**config.mk**
```make
export PLATFORM = sky130hd
export DESIGN_NAME = sxg_queue
export DESIGN_NICKNAME = d
export VERILOG_FILES = /design/src/design/sxg_pkg.sv /design/src/design/sxg_queue.sv
export SDC_FILE = /design/constraint.sdc
export NUM_CORES = 1
export LEC_CHECK = 0
export BUFFER_PORTS_ARGS = -buffer_cell sky130_fd_sc_hd__buf_4
export CAP_MARGIN = 20
export CORE_MARGIN = 4
export CORE_UTILIZATION = 38
export CTS_CLUSTER_SIZE = 24
export DETAILED_ROUTE_END_ITERATION = 8
export GPL_TIMING_DRIVEN = 1
export REMOVE_ABC_BUFFERS = 1
export SLEW_MARGIN = 20
export SYNTH_ARGS = -nofsm -noshare
export SYNTH_HDL_FRONTEND = slang
export SYNTH_SLANG_ARGS = --single-unit
```
**constraint.sdc**
```tcl
create_clock -name clk -period 5.1 [get_ports clk]
set_clock_uncertainty 0.1 [all_clocks]
set_input_delay 0.51 -clock clk [delete_from_list [all_inputs] [get_ports clk]]
set_output_delay 0.51 -clock clk [all_outputs]
set_load 0.01 [all_outputs]
```
**src/design/sxg_pkg.sv**
```systemverilog
// Shared types and constants for the horizontal Sobel gradient unit.
// Used by the RAM-fed front end, the queue, the back end and the top level.
// No dependencies.
`timescale 1ns / 1ps
`default_nettype none

package sxg_pkg;

	// Largest image side that the line buffers hold.
	localparam int MAX_SIDE    = 1024;
	// Pixel bits that take part in the arithmetic.
	localparam int PIXEL_BITS  = 8;
	// Fixed field widths of the interface.
	localparam int PIXEL_FIELD = 8;
	localparam int SIDE_BITS   = 11;
	localparam int GRAD_BITS   = 11;
	localparam logic [SIDE_BITS-1:0] SIDE_RESET = SIDE_BITS'(64);

	// Column index and row counter widths follow from the largest side.
	localparam int ADDR_BITS = $clog2(MAX_SIDE);
	localparam int ROW_BITS  = ADDR_BITS + 1;
	localparam int CMP_BITS  = (SIDE_BITS > ROW_BITS) ? SIDE_BITS : ROW_BITS;

	// One line buffer entry holds the two rows above the current one.
	localparam int LINE_BITS = 2 * PIXEL_BITS;

	// Sum width before the result is clipped to the gradient field.
	localparam int SUM_BITS = (PIXEL_BITS + 3 > GRAD_BITS) ? PIXEL_BITS + 3 : GRAD_BITS;

	// Queue between front and back end.
	localparam int QPTR_BITS   = 2;
	localparam int QUEUE_DEPTH = 1 << QPTR_BITS;

	typedef logic [PIXEL_BITS-1:0]      pix_t;
	typedef logic [2:0][PIXEL_BITS-1:0] column_t;

	typedef struct packed {
		logic [PIXEL_FIELD-1:0] pixel;
		logic                   flush;
	} pixel_in_t;

	typedef struct packed {
		logic signed [GRAD_BITS-1:0] gradient;
		logic                        frame_last;
	} pixel_out_t;

	// One pending result: left and right window columns, top row at index 0.
	typedef struct packed {
		logic    interior;
		logic    last;
		column_t left;
		column_t right;
	} q_entry_t;

endpackage

`default_nettype wire

```
**src/design/sxg_queue.sv**
```systemverilog
// Short first-in first-out queue of pending results between front and back end.
// Uses sxg_pkg.
`timescale 1ns / 1ps
`default_nettype none

module sxg_queue (
	input  wire logic               clk,
	input  wire logic               arst_n,
	input  wire logic               push,
	input  wire sxg_pkg::q_entry_t  push_entry,
	output logic                    full,
	input  wire logic               pop,
	output logic                    valid,
	output sxg_pkg::q_entry_t       head
);

	sxg_pkg::q_entry_t             slot_q [sxg_pkg::QUEUE_DEPTH];
	logic [sxg_pkg::QPTR_BITS-1:0] wr_ptr_q;
	logic [sxg_pkg::QPTR_BITS-1:0] rd_ptr_q;
	logic [sxg_pkg::QPTR_BITS:0]   count_q;
	logic                          do_push;
	logic                          do_pop;

	assign full    = count_q == (sxg_pkg::QPTR_BITS + 1)'(sxg_pkg::QUEUE_DEPTH);
	assign valid   = count_q != '0;
	assign head    = slot_q[rd_ptr_q];
	assign do_push = push && !full;
	assign do_pop  = pop && valid;

	always_ff @(posedge clk or negedge arst_n) begin
		if (!arst_n) begin
			wr_ptr_q <= '0;
			rd_ptr_q <= '0;
			count_q  <= '0;
		end else begin
			if (do_push) begin
				wr_ptr_q <= wr_ptr_q + sxg_pkg::QPTR_BITS'(1);
			end
			if (do_pop) begin
				rd_ptr_q <= rd_ptr_q + sxg_pkg::QPTR_BITS'(1);
			end
			if (do_push && !do_pop) begin
				count_q <= count_q + (sxg_pkg::QPTR_BITS + 1)'(1);
			end else if (do_pop && !do_push) begin
				count_q <= count_q - (sxg_pkg::QPTR_BITS + 1)'(1);
			end
		end
	end

	always_ff @(posedge clk) begin
		if (do_push) begin
			slot_q[wr_ptr_q] <= push_entry;
		end
	end

endmodule

`default_nettype wire

```
==> impl_metrics.tcl <==
set metrics [dict create \
    status "finished clean" \
    die_h_um 150 \
    power_leakage_nw 3.18 \
    start_util_pct 39.1 \
    final_cell_mix "200 x edfxtp_1, 110 x buf_4, 48 x mux4_2" \
    htreeDepth 1 \
    r2r_cells 4 \
    vdd_drop_max_v 0.000301 \
    cts_buffer_depth 3 \
    clock_latency_ns 0.49 \
    timing.rr.start "count_q[2]" \
    finalHoldViolations 0 \
    worstMarginPinSlew_ns 0.961 \
    worstSetupPathType "flop to primary output" \
    n_antenna_cell 0 \
    path_buf_inv 2 \
    routed_wl_mm 14.1 \
    maxSlewViolCount 0 \
    drv_cap 0 \
    grt_pass1_vias 3764 \
    crit_chain "buf_4 > mux4_2 > buf_4" \
    coreArea_um2 19700 \
    die_w_um 150 \
    hold_path_class "input port to flop" \
    drc 0 \
    crit_path_start "rd_ptr_q[1]" \
    p_seq_share_pct 45.0 \
    antenna_found_initial 1 \
    min_from "push_entry[9]" \
    mappedNetlistArea_um2 7700 \
    syn2layout_area_growth_pct 21.2 \
    whs_path_depth 1 \
    hold_slack_ns 0.123 \
    vias 3401 \
    async_reset_ff_share_pct 3.38 \
    drtPass1Iterations 4 \
    wire_per_inst_um 20.2 \
    combPwrFrac_pct 30.4 \
    r2r_slack_ns 2.37 \
    reg2reg_to "slot_q[3][44]" \
    rows 51 \
    drive_gt1_share_pct 44.2 \
    rsz0062_at_grt "false" \
    synth_ff_type "edfxtp_1" \
    tns_ns 0 \
    port_buffers 105 \
    hpwl_mm 8.59 \
    p_per_area_nw_per_um2 576 \
    whs_endpoint "slot_q[1][9]" \
    drt_iter0_drc 201 \
    cts.clk_slew.worst_paths_ns 0.06 \
    cts_buffers 21 \
    synthCells 297 \
    max_freq_mhz 334 \
    p_sw_mw 1.51 \
    pin_count 106 \
    viasPerCell 4.89 \
    cts_resized 0 \
    period_share_pct 58.7 \
    syn_area_per_cell_um2 25.9 \
    ys_seq_elements 207 \
    grt_pass1_wl_mm 21.4 \
    setup_viol 0 \
    routabilityCongestion 0.700 \
    critPathMaxStageDelay_ns 0.78 \
    worst_path_max_delay_cell "dfrtp_2" \
    yosysWarnings 0 \
    clkPwrFrac_pct 24.6 \
    nets 479 \
    p_int_mw 3.87 \
    synth_cell_types 22 \
    cp-end-kind "primary output" \
    yosysSeqAreaShare_pct 80.3 \
    ant_nets 0 \
    path_delay_family "flip-flops" \
    synth-edff-count 200 \
    fp.dieArea_um2 22600 \
    fillers 1630 \
    cts_root_buf "clkbuf_16" \
    max_slew_margin_pct 35.9 \
    crit_arrival_ns 2.39 \
    layout_min_cycle_time_ns 3.00 \
    worstSetupStartpointType "flop" \
    p_sw_share_pct 28.1 \
    final_common_cell "edfxtp_1" \
    cp.required_ns 4.49 \
    cts_sinks 207 \
    crit_top_cell "buf_4" \
    grt.overflow.total 0 \
    grt.total_usage_pct 12.5 \
    grt_max_degree 53 \
    tritoncts "yes" \
    critPathMaxFanout 28 \
]
-- per-layer routing --
layer / up-vias / track usage [%] / wire length [um]
li1: 1498 / - / -
met1: 1769 / 16.2 / 5640
met2: 109 / 20.4 / 6810
met3: 23 / 4.33 / 1350
met4: 2 / 3.25 / 252
met5: - / 0 / 7
-- logic make-up (layout without fill, tap and decap cells) --
kind of cell / after synthesis / in the layout / synth area share [%]
xor+xnor: 6 / 6 / 0.682
buf+inv: 16 / 149 / 2.11
flops: 207 / 207 / 80.3
fa+ha+maj: 6 / 6 / 1.07
simple gates: 10 / 10 / 0.812
mux: 52 / 52 / 15.1
-- power by group through the flow --
stage / Combinational, mW / Sequential [mW] / Clock [mW]
floorplan: 0.871 / 2.50 / 0
global placement: 1.56 / 2.54 / 0
detailed placement: 1.58 / 2.55 / 0
CTS: 1.58 / 2.52 / 1.36
global route: 1.77 / 2.46 / 1.44
finish: 1.63 / 2.42 / 1.32
-- synthesized netlist by cell type (2+ instances only) --
library cell,count,area (um2)
and2_1,4,25.0
buf_12,5,100
buf_2,5,25.0
buf_6,2,22.5
dfrtp_1,7,175
edfxtp_1,200,6010
ha_1,5,62.6
inv_1,3,11.3
mux4_1,2,52.6
mux4_2,48,1080
xnor2_1,4,35.0
xor2_1,2,17.5
-- layout make-up --
cell class	instances	area, um2	area share, %
Clock buffer	28	552	5.91
Clock inverter	6	27.5	0.295
Timing Repair Buffer	112	863	9.25
Sequential cell	207	6190	66.3
Tap cell	265	332	3.55
Multi-Input combinational cell	74	1360	14.6
Inverter	3	11.3	0.121
-- registers in the layout, indices dropped and copies added (netlist names) --
signal / count
count_q: 3
rd_ptr_q: 2
slot_q: 200
wr_ptr_q: 2
-- through the flow --
step | instance area (um2) | instances | utilization [%] | total power, mW | setup slack (ns)
after global routing | 9330 | 695 | 47.3 | 5.67 | 2.00
after global placement | 8720 | 659 | 44.2 | 4.10 | 2.35
final | 9330 | 695 | 47.3 | 5.38 | 2.10
after floorplan | 7550 | 284 | - | 3.37 | 1.68
after CTS | 9310 | 694 | 47.2 | 5.46 | 1.93
after detailed placement | 8720 | 659 | 44.2 | 4.13 | 2.26
-- worst max path at each step --
stage               endpoint  slack, ns  cells after the start
5_1_grt             head[33]       2.00                      3
3_3_place_gp   slot_q[3][43]       2.35                      4
4_1_cts             head[33]       1.93                      2
2_1_floorplan       head[35]       1.68                      1
6_report            head[33]       2.10                      3
3_5_place_dp   slot_q[3][40]       2.26                      4
-- what timing repair did --
item                      4_1_cts  5_1_grt
buffers inserted                0        0
hold endpoints to repair        7        0
hold buffers                    1        0
Note: power is estimated with default switching activity, not from simulation.
