==> src/design/sxg_pkg.sv <==
// Shared types and constants for the horizontal Sobel gradient unit.
// Used by the RAM-fed front end, the queue, the back end and the top level.
// No dependencies.
`timescale 1ns / 1ps
`default_nettype none

package sxg_pkg;

	// Largest image side that the line buffers hold.
	localparam int MAX_SIDE    = 1024;
	// Pixel bits that take part in the arithmetic.
	localparam int PIXEL_BITS  = 8;
	// Fixed field widths of the interface.
	localparam int PIXEL_FIELD = 8;
	localparam int SIDE_BITS   = 11;
	localparam int GRAD_BITS   = 11;
	localparam logic [SIDE_BITS-1:0] SIDE_RESET = SIDE_BITS'(64);

	// Column index and row counter widths follow from the largest side.
	localparam int ADDR_BITS = $clog2(MAX_SIDE);
	localparam int ROW_BITS  = ADDR_BITS + 1;
	localparam int CMP_BITS  = (SIDE_BITS > ROW_BITS) ? SIDE_BITS : ROW_BITS;

	// One line buffer entry holds the two rows above the current one.
	localparam int LINE_BITS = 2 * PIXEL_BITS;

	// Sum width before the result is clipped to the gradient field.
	localparam int SUM_BITS = (PIXEL_BITS + 3 > GRAD_BITS) ? PIXEL_BITS + 3 : GRAD_BITS;

	// Queue between front and back end.
	localparam int QPTR_BITS   = 2;
	localparam int QUEUE_DEPTH = 1 << QPTR_BITS;

	typedef logic [PIXEL_BITS-1:0]      pix_t;
	typedef logic [2:0][PIXEL_BITS-1:0] column_t;

	typedef struct packed {
		logic [PIXEL_FIELD-1:0] pixel;
		logic                   flush;
	} pixel_in_t;

	typedef struct packed {
		logic signed [GRAD_BITS-1:0] gradient;
		logic                        frame_last;
	} pixel_out_t;

	// One pending result: left and right window columns, top row at index 0.
	typedef struct packed {
		logic    interior;
		logic    last;
		column_t left;
		column_t right;
	} q_entry_t;

endpackage

`default_nettype wire

==> src/design/sxg_back.sv <==
// Back end: weights the window columns into the gradient and holds the result register.
// Uses sxg_pkg.
`timescale 1ns / 1ps
`default_nettype none

module sxg_back (
	input  wire logic               clk,
	input  wire logic               arst_n,
	input  wire logic               q_valid,
	input  wire sxg_pkg::q_entry_t  q_head,
	output logic                    q_pop,
	output logic                    out_valid,
	input  wire logic               out_ready,
	output sxg_pkg::pixel_out_t     out_data
);

	localparam logic signed [sxg_pkg::SUM_BITS-1:0] SAT_HI =
		sxg_pkg::SUM_BITS'((1 << (sxg_pkg::GRAD_BITS - 1)) - 1);
	localparam logic signed [sxg_pkg::SUM_BITS-1:0] SAT_LO =
		-sxg_pkg::SUM_BITS'(1 << (sxg_pkg::GRAD_BITS - 1));

	logic signed [sxg_pkg::SUM_BITS-1:0] diff [3];
	logic signed [sxg_pkg::SUM_BITS-1:0] sum;
	logic signed [sxg_pkg::SUM_BITS-1:0] clipped;
	sxg_pkg::pixel_out_t                 result;
	logic                                out_valid_q;
	sxg_pkg::pixel_out_t                 out_data_q;

	always_comb begin
		for (int r = 0; r < 3; r++) begin
			diff[r] = sxg_pkg::SUM_BITS'(q_head.right[r]) - sxg_pkg::SUM_BITS'(q_head.left[r]);
		end
		// Middle row carries weight two.
		sum = diff[0] + (diff[1] <<< 1) + diff[2];
		if (sum > SAT_HI) begin
			clipped = SAT_HI;
		end else if (sum < SAT_LO) begin
			clipped = SAT_LO;
		end else begin
			clipped = sum;
		end
		result.gradient   = q_head.interior ? sxg_pkg::GRAD_BITS'(clipped) : '0;
		result.frame_last = q_head.last;
	end

	assign q_pop = q_valid && (!out_valid_q || out_ready);

	always_ff @(posedge clk or negedge arst_n) begin
		if (!arst_n) begin
			out_valid_q <= 1'b0;
		end else if (!out_valid_q || out_ready) begin
			out_valid_q <= q_valid;
		end
	end

	always_ff @(posedge clk) begin
		if (q_pop) begin
			out_data_q <= result;
		end
	end

	assign out_valid = out_valid_q;
	assign out_data  = out_data_q;

endmodule

`default_nettype wire

==> config.mk <==
export PLATFORM = sky130hd
export DESIGN_NAME = sxg_back
export DESIGN_NICKNAME = d
export VERILOG_FILES = /design/src/design/sxg_pkg.sv /design/src/design/sxg_back.sv
export SDC_FILE = /design/constraint.sdc
export NUM_CORES = 1
export LEC_CHECK = 0
export BUFFER_PORTS_ARGS = -buffer_cell sky130_fd_sc_hd__buf_2
export CORE_ASPECT_RATIO = 1.4
export CORE_MARGIN = 2
export CORE_UTILIZATION = 35
export CTS_BUF_LIST = sky130_fd_sc_hd__clkbuf_16
export DETAILED_ROUTE_END_ITERATION = 6
export GPL_ROUTABILITY_DRIVEN = 1
export PLACE_DENSITY_LB_ADDON = 0.12
export REMOVE_ABC_BUFFERS = 1
export SYNTH_ARGS = -nofsm -noshare
export SYNTH_HDL_FRONTEND = slang
export SYNTH_SLANG_ARGS = --single-unit
==> constraint.sdc <==
create_clock -name clk -period 1.4 [get_ports clk]
set_input_delay 0.28 -clock clk [delete_from_list [all_inputs] [get_ports clk]]
set_output_delay 0.28 -clock clk [all_outputs]
set_load 0.02 [all_outputs]
==> impl_metrics.csv <==
group,metric,value,unit
power,net-switching-power,2.01,mW
power,power.share.clock,0.101,
run_status,violations,"negative setup slack",
logic_synthesis,yosys.area_share.adder,0.324,
worst_setup_path,start_kind,"input port",
worst_setup_path,reg2reg_setup_slack,0.31,ns
sta,timing.final.crit_share,2.27,
routing,route.detailed.drc,0,
clocking,ctsLongestPathBuffers,2,
logic_synthesis,syn_avg_cell_area,8.75,µm²
clocking,clock-root-buffer,"sky130_fd_sc_hd__clkbuf_16",
worst_setup_path,r2r_start,"out_valid",
logic_synthesis,synth_edf_count,12,
place,dp.cells,430,
logic_synthesis,synthTopCellsByArea,"sky130_fd_sc_hd__ha_1, sky130_fd_sc_hd__edfxtp_1, sky130_fd_sc_hd__fa_1",
floorplan,io_pins,68,
grt,total_congestion_overflow_after_global_routing,0,
place,dp_hpwl,4240,µm
clocking,worst_skew_pair.late_latency,0.24,ns
sta,layout_setup_ws,-1.77,ns
sta,rsz_0062_raised_after_global_routing,"true",
sta,fmax,315,MHz
clocking,cts_inserted_buffers,3,
grt,grtUsageTotal,0.154,
grt,first_global_vias,2099,
clocking,sink_count_of_the_clock_tree,13,
layout,layoutNonFillerInstCount,445,
run_status,result_of_the_run,"finished, violations left",
worst_setup_path,worstReg2RegEnd,"out_data[6]",
layout,utilization,0.590,
sta,finalWorstPathRequiredPeriod,3.17,ns
logic_synthesis,yosysWarnings,0,
routing,ant_nets,0,
power,share_comb_of_total_power,0.781,
sta,slew_headroom,0.793,
routing,drt_pass1_iterations,4,
layout,flow.area_growth_from_synthesis,63.4,%
logic_synthesis,synthMuxAreaShare,0.00945,
floorplan,floorplan.core_area,0.00586,mm²
logic_synthesis,synth_compound_area_frac,0.141,
worst_setup_path,required_time_of_the_critical_path,1.49,ns
sta,finalHoldViolCount,0,
logic_synthesis,main_combinational_cell_family_by_area_after_synthesis,"adder cells",
logic_synthesis,ys_seq_elements,13,
sta,final-setup-viol-count,10,
logic_synthesis,synth.yosys.seq_area_share,0.182,
floorplan,core.rowCount,33,
worst_setup_path,critical_path_peak_fanout,3,
worst_setup_path,worstRegToRegCells,3,
hold_path,hold_path_depth,1,
routing,viasPerCell,4.71,
clocking,cts_tree,"done",
routing,finalWirelength,4970,µm
grt,pin_count_of_the_biggest_net_entering_global_routing,13,
hold_path,whs_endpoint,"out_data[0]",
logic_synthesis,largest_area_contributor_in_the_netlist,"sky130_fd_sc_hd__ha_1",
logic_synthesis,dominantRegCellSynth,"sky130_fd_sc_hd__edfxtp_1",
worst_setup_path,setup.worst_path.end_class,"flip-flop",
floorplan,fp.dieArea,0.00670,mm²
power,power.internal,3.15,mW
logic_synthesis,postSynthCellCount,242,
clocking,clkTransAtPathRegs,0.04,ns
logic_synthesis,post_synth_and_or_nand_nor_area_fraction,0.176,
worst_setup_path,crit_path_cell_trace,"buf_2 -> inv_1 -> ha_1 -> a21o_1 -> a41o_1 -> nor2_1 -> xor2_1 -> fa_1 -> inv_2 -> ha_4 -> and2_4 -> a311o_1 -> o21a_1 -> o21ai_2 -> mux2i_1",
logic_synthesis,async_flop_share,0.0769,
floorplan,die_w,69.8,µm
place,routabilityCongestion,0.824,
power,seq_power_share,0.117,
hold_path,hold_start,"q_head[48]",
worst_setup_path,timing.critical_path.arrival,3.26,ns
sta,skew,0.00199,ns
worst_setup_path,cp_slowest_stage_delay,0.46,ns
clocking,cts.htree.levels,1,
layout,drive_above_1_share,0.533,
power,design_power_total,5.16,mW
power,power.density,1490,mW/mm²
floorplan,die-height,96.1,µm
layout,num-nets-final,477,
worst_setup_path,timing_worst_setup_path_type,"input port to flip-flop",
worst_setup_path,critical_path_buf_inv_count,3,
sta,max_slew.worst_pin.slew,0.309,ns
logic_synthesis,synth_xor_area_frac,0.0827,
routing,wl_per_cell,11.2,µm
job,max_cap_viol_count,0,
logic_synthesis,synth.top_cell.area_share,0.201,
layout,antenna_cells_inserted,0,
routing,vias,2094,
sta,fin_tns_setup,-14.37,ns
routing,drt_iter0_markers,17,
hold_path,hold_path_class,"input port to flip-flop",
grt,grt_first_pass_wirelength,8430,µm
worst_setup_path,cpMaxStageDelayCell,"sky130_fd_sc_hd__fa_1",
grt,initial_antenna_violation_count,0,
logic_synthesis,synth.cell_area,0.00212,mm²
power,total_leakage_power,1.77,nW
sta,final-max-slew-violation-count,0,
place,port_buffers,67,
power,irDropWorstVdd,0.000687,V
power,p_sw_frac,0.389,
logic_synthesis,netlist-cell-type-count,40,
floorplan,start_util,0.361,
worst_setup_path,critical-path-top-delay-family,"compound AO/OA/AOI/OAI gates",
synth_stat cells, types with 3 or more instances:
| master | n |
|---|---|
| sky130_fd_sc_hd__a21o_1 | 5 |
| sky130_fd_sc_hd__a21oi_1 | 15 |
| sky130_fd_sc_hd__and2_1 | 6 |
| sky130_fd_sc_hd__edfxtp_1 | 12 |
| sky130_fd_sc_hd__fa_1 | 13 |
| sky130_fd_sc_hd__ha_1 | 34 |
| sky130_fd_sc_hd__inv_1 | 46 |
| sky130_fd_sc_hd__nand2_1 | 10 |
| sky130_fd_sc_hd__nand2b_1 | 7 |
| sky130_fd_sc_hd__nand3_1 | 7 |
| sky130_fd_sc_hd__nor2_1 | 9 |
| sky130_fd_sc_hd__nor2b_1 | 6 |
| sky130_fd_sc_hd__nor3_1 | 6 |
| sky130_fd_sc_hd__nor3b_1 | 3 |
| sky130_fd_sc_hd__o2111ai_1 | 3 |
| sky130_fd_sc_hd__o21ai_1 | 4 |
| sky130_fd_sc_hd__or2_2 | 3 |
| sky130_fd_sc_hd__or3_1 | 5 |
| sky130_fd_sc_hd__xnor2_1 | 6 |
| sky130_fd_sc_hd__xor2_1 | 14 |
flip-flops by register name, summed over array words and instances (netlist names):
register / count
out_data: 12
out_valid: 1
stage by stage:
| stage | setup slack, ns | hold WS (ns) | cell area, µm² |
|---|---|---|---|
| 6_report | -1.77 | 0.222 | 3460 |
| 5_1_grt | -1.89 | 0.210 | 3460 |
| 4_1_cts | -1.76 | 0.216 | 3320 |
| 3_5_place_dp | -2.39 | 0.0588 | 2930 |
| 3_3_place_gp | -2.29 | 0.0556 | 2930 |
| 2_1_floorplan | -2.05 | -0.0156 | 2110 |
worst reg2reg max path, stage by stage (launching register included):
cell and delay, ns:
sky130_fd_sc_hd__dfrtp_1 0.37, sky130_fd_sc_hd__nand2b_1 0.10, sky130_fd_sc_hd__and2_4 0.17, sky130_fd_sc_hd__buf_4 0.15
layout make-up:
class | count | area (µm²)
Clock buffer | 3 | 75.1
Timing Repair Buffer | 130 | 855
Tap cell | 70 | 87.6
Clock inverter | 1 | 3.75
Sequential cell | 13 | 385
Fill cell | 558 | 2400
Multi-Input combinational cell | 181 | 1870
Inverter | 47 | 186
layer usage:
metal | wire length [µm] | global-route usage | up-vias
met5 | 0 | 0 | -
li1 | - | - | 1084
met1 | 1950 | 0.164 | 959
met2 | 2810 | 0.322 | 47
met3 | 165 | 0.0126 | 4
met4 | 43 | 0.0385 | 0
cells in the final DEF (no fill, tap or decap), drive strengths merged, types with 3 or more instances in the layout:
master / instances
nor3: 6
o21ai: 7
a21o: 5
ha: 34
nor2b: 6
nor2: 9
o2111ai: 3
xor2: 14
nand2: 10
or3: 5
edfxtp: 12
buf: 129
and2: 7
inv: 48
fa: 13
a21oi: 15
nand2b: 7
nor3b: 3
nand3: 7
or2: 5
clkbuf: 3
xnor2: 6
logic make-up after synthesis:
group           Yosys count
compound gates           44
fa+ha+maj                47
buf+inv                  48
simple gates             68
flops                    13
mux                       2
xor+xnor                 20
worst max-delay path by stage:
stage	startpoint	to	slack, ns	cells past startpoint
after floorplan	q_head[16]	out_data[11]	-2.05	17
after global placement	q_head[16]	out_data[11]	-2.29	18
after detailed placement	q_head[16]	out_data[11]	-2.39	18
after CTS	q_head[8]	out_data[9]	-1.76	16
after global routing	q_head[28]	out_data[9]	-1.89	16
final	q_head[25]	out_data[9]	-1.77	15
power groups by stage:
| stage | combinational (mW) | clock, mW | sequential (mW) |
|---|---|---|---|
| finish | 4.03 | 0.523 | 0.604 |
| global route | 4.48 | 0.552 | 0.611 |
| CTS | 3.59 | 0.534 | 0.606 |
| detailed placement | 3.00 | 0 | 0.613 |
| global placement | 2.95 | 0 | 0.610 |
| floorplan | 1.80 | 0 | 0.743 |
repair_timing:
action / in CTS / in global routing
endpoints found under the setup margin: 10 / 11
resized for setup: 61 / 24
endpoints found under the hold margin: 1 / 0
hold buffers: 1 / 0
buffers inserted: 8 / 3
pin swaps: 46 / 21
(Power assumes the default switching activity.)
